==> config.mk <==
export PLATFORM = sky130hd
export DESIGN_NAME = ffa_alu
export DESIGN_NICKNAME = d
export VERILOG_FILES = /design/src/rtl/ffa_pkg.sv /design/src/rtl/ffa_alu.sv
export SDC_FILE = /design/constraint.sdc
export NUM_CORES = 1
export LEC_CHECK = 0
export BUFFER_PORTS_ARGS = -buffer_cell sky130_fd_sc_hd__buf_4
export CELL_PAD_IN_SITES_DETAIL_PLACEMENT = 2
export CELL_PAD_IN_SITES_GLOBAL_PLACEMENT = 2
export CORE_MARGIN = 1
export CORE_UTILIZATION = 26
export DETAILED_ROUTE_END_ITERATION = 6
export PLACE_DENSITY_LB_ADDON = 0.1
export SETUP_SLACK_MARGIN = 0.05
export SYNTH_ARGS = -nofsm -noshare
export SYNTH_HDL_FRONTEND = slang
export SYNTH_SLANG_ARGS = --single-unit
==> constraint.sdc <==
create_clock -name vclk -period 3.1
set_input_delay 0.31 -clock vclk [all_inputs]
set_output_delay 0.31 -clock vclk [all_outputs]
set_load 0.005 [all_outputs]
==> src/rtl/ffa_pkg.sv <==
// Shared types and fixed field widths for the first-fit free-list allocator.
`default_nettype none
package ffa_pkg;

  // Fixed field widths of the request and response beats
  localparam int REQ_W   = 16;
  localparam int ADDR_W  = 16;
  localparam int SIZE_W  = 17;
  localparam int LIMIT_W = 17;

  localparam logic [LIMIT_W-1:0] HEAP_LIMIT_RST = 17'h10000;

  // Request modes
  localparam logic MODE_ALLOC = 1'b0;
  localparam logic MODE_FREE  = 1'b1;

  // Response status codes
  localparam logic STATUS_DONE = 1'b0;
  localparam logic STATUS_OOM  = 1'b1;

  // Shared adder operations
  typedef enum logic {
    ALU_ADD,
    ALU_SUB
  } ffa_alu_op_t;

  // Sequencer states
  typedef enum logic [3:0] {
    ST_IDLE,
    ST_NEED,
    ST_FLOOR,
    ST_SCAN,
    ST_GADDR,
    ST_LSUM,
    ST_LCHK,
    ST_CARVE,
    ST_FLOW,
    ST_FHDR,
    ST_FRANGE,
    ST_FTEST,
    ST_FPUSH,
    ST_DONE
  } ffa_state_t;

endpackage
`default_nettype wire

==> src/rtl/ffa_alu.sv <==
// Shared adder/subtractor with unsigned greater-or-equal flag.
`default_nettype none
module ffa_alu import ffa_pkg::*; #(
  parameter int WIDTH = 18
) (
  input  wire ffa_alu_op_t             op,
  input  wire logic        [WIDTH-1:0] a,
  input  wire logic        [WIDTH-1:0] b,
  output logic             [WIDTH-1:0] res,
  output logic                         ge
);

  logic [WIDTH-1:0] b_eff;
  logic             cin;
  logic [WIDTH:0]   sum;

  // Select operand polarity and carry-in
  always_comb begin
    case (op)
      ALU_SUB: begin
        b_eff = ~b;
        cin   = 1'b1;
      end
      default: begin
        b_eff = b;
        cin   = 1'b0;
      end
    endcase
  end

  // One carry chain; carry out of a - b means a >= b
  assign sum = {1'b0, a} + {1'b0, b_eff} + {{WIDTH{1'b0}}, cin};
  assign res = sum[WIDTH-1:0];
  assign ge  = (op == ALU_SUB) ? sum[WIDTH] : 1'b0;

endmodule
`default_nettype wire
* Yosys cells after proc, flatten, opt, wreduce, memory -nomap -nowiden
Cells that the tools add are included.
Storage, ports and cells: bits in registers 0, bits of input ports 37, output and inout bits 19, word-level logic and storage cells 6
Operators by class: $add $sub $neg 2, mux-type cells 3, bitwise operators 1
Operators with widths (count):
- adder 18 x 18 -> 19 bit | 1
- adder 19 x 1 -> 19 bit | 1
- 2-to-1 mux 18 bit | 1
- inverter 18 bit | 1
- 2-to-1 mux 1 bit | 2

* Longest topological paths before layout
Gate-level depths: netlist of the first run.
depth in word-level cells 5, mapped depth 10, mapped depth without buffers 7

* Least setup slack after synthesis of the first run
OpenSTA, ideal clock, no wires.
path type input-to-output, start input op, end output ge, data arrival time 2611 ps, required time 2790 ps, slack 179 ps, stages 9, path buffers 2, cells stage by stage clkbuf_1 -> buf_2 -> xor2_1 -> fa_1 -> a21o_1 -> a221oi_2 -> o21ba_2 -> a31oi_1 -> a41o_1
Between the ends: word-level cells in the longest chain between the ends 4, elaborated cells on any way between the ends 5
RTL lines:
- start: declaration | line ffa_alu.sv:6 | input wire ffa_alu_op_t op,
- 2-to-1 mux 18 bit | line ffa_alu.sv:19 | case (op)
- adder 18 x 18 -> 19 bit | line ffa_alu.sv:32 | assign sum = {1'b0, a} + {1'b0, b_eff} + {{WIDTH{1'b0}}, cin};
- adder 19 x 1 -> 19 bit | line ffa_alu.sv:32
- 2-to-1 mux 1 bit (*) | line ffa_alu.sv:34 | assign ge = (op == ALU_SUB) ? sum[WIDTH] : 1'b0;
- end: declaration | line ffa_alu.sv:10 | output logic ge
Every way passes the cells marked *; elsewhere a longest branch is shown, timed or not.

* Worst setup path after layout of the first run
Ends and elaborated chain as after synthesis.

==> flow_summary.ini, run 1 <==
[outcome]
status = complete, no violations

[timing]
fmax_ghz = 0.347
hold_violations = 0
setup_slack_ns = 0.222
fin_tns_setup_ns = 0
hold_ws_ns = 0.896
fin_crit_sh_pct = 92.8
rsz0062_at_grt = false
maxSlewViolCount = 0
slew-limit-headroom_pct = 70.3
worst_pin_slew_ns = 0.441
setup_viol = 0
period_needed_ns = 2.88

[flow_run]
drv_cap = 0

[synthesis]
synth_nets = 196
synth_area_um2 = 1100
synthesis.instances = 141
synth_top_area_cell = ha_1
synth_top_area_share_pct = 19.3
syn_area_per_cell_um2 = 7.82
synth_warnings = 0
ys_top_cells_by_area = ha_1 19%, xor2_1 18%, xnor2_1 7.9%
yosysSeqAreaShare_pct = 0
synth_cell_types = 37

[pwr]
p_seq_share_pct = 0
finalPower_uw = 523
combPwrFrac_pct = 100.0
internal_power_uw = 270
irDropWorstVdd_v = 0.000118
power.share.clock_pct = 0
sw_frac_of_total_pct = 48.3
p_per_area_nw_per_um2 = 334
power_switching_uw = 253
p_leak_nw = 0.790

[floorplan]
fp.dieH_um = 67.1
start_util_pct = 27.4
core_um2 = 4030
rows = 23
die-area_um2 = 4500
ios = 56
fp.dieW_um = 67.1

[setup_path]
crit_arrival_ns = 2.57
worst_ep_required_time_ns = 2.79
end_kind = primary output
start_kind = input pin
path_max_fanout = 9
criticalPathCategory = in -> out

[drt]
met1Wirelength_um = 1560
drt_iter0_drc = 17
drc = 0
route.met3.wl_um = 146
wl_um = 3770
routedWlPerCell_um = 15.6
dr_wl_met2_um = 2060
num_vias = 1262
dr.pass1.iters = 4
viasPerCell = 5.21
highest_layer = met3
ant_nets = 0

[layout]
regArea_um2 = 0
nFlopsAndLatches = 0
diodes = 0
nClkBuffers = 0
final_nets = 249
drive_gt1_share_pct = 32.8
syn2layout_area_growth_pct = 42.2
fill_cells = 482
multi_input_area_um2 = 1070

[min_path]
min_path_cells = 3
hold_path_class = in -> out

[clock_tree]
holdBufCountCts = 0
cts-resized-gates = 0
cts_setup_buffers = 0

[global_route]
grt_usage_pct = 17.8
grt_max_degree = 13
grt_pass1_wl_um = 6310
grt_antenna_before_repair = 0
gr-total-overflow = 0
grt_pass1_vias = 1389

[placed_design]
place_congestion = 0.750
dp_hpwl_um = 3240
dpl_worst_slack_ns = 0.238
io_buffers = 56
stage by stage:
step                      area, um^2  utilization (%)  instances
after floorplan                 1100                -        141
after global placement          1570             38.9        242
after detailed placement        1570             38.9        242
after CTS                       1570             38.9        242
after global routing            1570             38.9        242
final                           1570             38.9        242
worst paths after layout:
path                  start      to  slack [ns]
worst max-delay path     op      ge        0.22
worst min-delay path   a[0]  res[0]        0.90
synth_stat cells:
| cell | count |
|---|---|
| mux2i_1 | 1 |
| o21bai_1 | 2 |
| a21o_1 | 9 |
| clkbuf_1 | 4 |
| and4_1 | 1 |
| o21ba_2 | 1 |
| a2bb2oi_2 | 1 |
| xnor2_1 | 10 |
| o21a_1 | 1 |
| mux2_4 | 1 |
| inv_1 | 1 |
| a41o_1 | 1 |
| o211a_1 | 1 |
| nor3_1 | 2 |
| fa_1 | 1 |
| nor2b_4 | 1 |
| nand3_1 | 2 |
| nor2b_1 | 1 |
| o211ai_1 | 3 |
| o22ai_1 | 1 |
| nand2_1 | 10 |
| a21oi_1 | 16 |
| ha_1 | 17 |
| a31oi_1 | 5 |
| a2111o_1 | 1 |
| a311o_1 | 1 |
| a221oi_4 | 1 |
| o21ai_0 | 6 |
| a211o_1 | 1 |
| a221oi_2 | 1 |
| buf_2 | 2 |
| nand4_1 | 1 |
| and3_1 | 3 |
| a211oi_1 | 1 |
| and2_1 | 2 |
| nor2_1 | 5 |
| xor2_1 | 23 |
critical path: stages:
cell and delay, ns:
buf_4 0.16, mux2_4 0.31, fa_1 0.40, a21o_1 0.23, a221oi_2 0.37, o21ba_2 0.23, a31oi_1 0.14, a41o_1 0.28
buf_4 0.13
layer usage:
layer / GRT usage (%) / up-vias
met4: 0 / 0
met2: 36.5 / 28
met3: 0.171 / 0
met5: 0 / -
li1: - / 629
met1: 21.1 / 605
layout by cell type, fill, tap and decap left out:
cell type / instances
and4_1: 1
a41o_1: 1
a311o_1: 1
fa_1: 1
o21ai_0: 6
and2_1: 2
mux2_4: 1
mux2i_1: 1
o21ba_2: 1
ha_1: 17
o22ai_1: 1
inv_1: 1
o21a_1: 1
nand3_1: 2
a2bb2oi_2: 1
o21bai_1: 2
o211a_1: 1
a21oi_1: 16
nor2b_4: 1
xor2_1: 23
a21o_1: 9
a211o_1: 1
nor2b_1: 1
nor2_1: 5
and3_1: 3
xnor2_1: 10
a221oi_2: 1
a2111o_1: 1
nand2_1: 10
a221oi_4: 1
buf_4: 57
a211oi_1: 1
a31oi_1: 5
nand4_1: 1
o211ai_1: 3
nor3_1: 2
cells by family after synthesis:
group                      after synthesis  share of synthesized area [%]
AOI/OAI and AO/OA                       53                           34.8
xor gates and xnor gates                33                           26.2
adders and majority gates               18                           21.1
buffers and inverters                    7                           2.61
muxes                                    2                           2.27
and+or+nand+nor                         28                           12.9
area by class of cell:
class | instances | area share, %
Tap cell | 50 | 3.99
Multi-Input combinational cell | 134 | 68.5
Inverter | 1 | 0.239
Timing Repair Buffer | 57 | 27.3
power by group through the flow:
stage	Sequential [mW]	Combinational, mW	Clock, mW
final	0	0.523	0
after global routing	0	0.583	0
after CTS	0	0.532	0
after detailed placement	0	0.529	0
after global placement	0	0.514	0
after floorplan	0	0.301	0
No activity file was read; power rests on OpenSTA's default activity.
==> inputs of run 2 (changes only) <==
==> constraint.sdc (replaced) <==
create_clock -name vclk -period 3.1
set_input_delay 0.155 -clock vclk [all_inputs]
set_output_delay 0.155 -clock vclk [all_outputs]
set_load 0.005 [all_outputs]
==> run 2 against run 1 <==
  * Sequential cell count stayed put
  * Worst setup slack better by 0.27 ns
  * Final area is 0.48% lower
  * Largest power group unchanged
==> flow_summary.ini, run 2 (same netlist as run 1, synthesis figures left out) <==
[pwr]
irDropWorstVdd_v = 0.0000987
p_leak_nw = 0.785
sw_frac_of_total_pct = 48.1
power_switching_uw = 250
combPwrFrac_pct = 100.0
p_seq_share_pct = 0
internal_power_uw = 269
power.share.clock_pct = 0
p_per_area_nw_per_um2 = 332

[min_path]
hold_path_class = in -> out
hold_start = a[0]
min_path_cells = 3
min_to = res[0]

[global_route]
gr-total-overflow = 0
grt_pass1_vias = 1331
grt_usage_pct = 16.6
grt_max_degree = 21
grt_antenna_before_repair = 0
grt_pass1_wl_um = 5930

[layout]
diodes = 0
drive_gt1_share_pct = 32.5
postLayoutCellArea_um2 = 1560
fill_cells = 491
final_cell_mix = 56 x buf_4, 23 x xor2_1, 17 x ha_1
regArea_um2 = 0
nClkBuffers = 0
syn2layout_area_growth_pct = 41.5
nFlopsAndLatches = 0
final_nets = 248
final_util_pct = 38.7
fin_cells = 241
layout_commonest_cell = buf_4

[setup_path]
criticalPathCategory = in -> out
crit_buf_inv = 2
crit_arrival_ns = 2.45
path_max_fanout = 20
worst_ep_required_time_ns = 2.94
path_cells = buf_4 > mux2_4 > fa_1 > a21o_1 > a221oi_2 > o21ba_2 > a31oi_1 > a41o_1 > buf_4
crit_family = compound AO/OA/AOI/OAI gates
end_kind = primary output
start_kind = input pin
crit_path_top_delay_cell = fa_1
max_stage_delay_ns = 0.40
crit_top_cell = buf_4

[timing]
setup_viol = 0
worst_pin_slew_ns = 0.512
fmax_ghz = 0.383
hold_ws_ns = 0.586
period_needed_ns = 2.61
fin_crit_sh_pct = 84.2
slew-limit-headroom_pct = 65.5
maxSlewViolCount = 0
rsz0062_at_grt = false
hold_violations = 0
fin_tns_setup_ns = 0

[drt]
wl_um = 3710
routedWlPerCell_um = 15.4
dr.pass1.iters = 3
num_vias = 1253
drc = 0
ant_nets = 0
drt_iter0_drc = 12
viasPerCell = 5.20

[clock_tree]
cts-resized-gates = 0
holdBufCountCts = 0
cts_setup_buffers = 0

[floorplan]
ios = 56
core_um2 = 4030
fp.dieH_um = 67.1
die-area_um2 = 4500
start_util_pct = 27.4
rows = 23
fp.dieW_um = 67.1

[placed_design]
io_buffers = 56
place_congestion = 0.749
dp.cells = 241
dp_hpwl_um = 3190
postPlaceCellArea_um2 = 1560

[flow_run]
drv_cap = 0

[outcome]
status = complete, no violations
-- run 2: layout make-up --
type,instances,area (um^2),area share (%)
Multi-Input combinational cell,134,1070,68.8
Timing Repair Buffer,56,420,26.9
Tap cell,50,62.6,4.01
Inverter,1,3.75,0.241
-- run 2: metrics by stage --
stage                     setup WS [ns]  power, mW
final                             0.491      0.519
after floorplan                   0.489      0.301
after global routing              0.338      0.573
after global placement            0.528      0.510
after CTS                         0.450      0.529
after detailed placement          0.459      0.525
-- run 2: power groups by stage --
stage / logic (mW) / clock network (mW) / registers, mW
final: 0.519 / 0 / 0
after floorplan: 0.301 / 0 / 0
after detailed placement: 0.525 / 0 / 0
after CTS: 0.529 / 0 / 0
after global routing: 0.573 / 0 / 0
after global placement: 0.510 / 0 / 0
-- run 2: metal layers --
layer | wire length [um] | track usage [%]
met1 | 1530 | 19.0
met2 | 2060 | 34.9
met3 | 127 | 0.171
met4 | 0 | 0
met5 | 0 | 0
-- run 2: how the worst max path moves through the flow --
stage / start / end / depth (start not counted) / slack [ns]
final: op / ge / 9 / 0.49
after global routing: op / res[12] / 9 / 0.34
after CTS: op / ge / 9 / 0.45
after detailed placement: op / ge / 9 / 0.46
after global placement: op / res[16] / 9 / 0.53
after floorplan: op / ge / 9 / 0.49
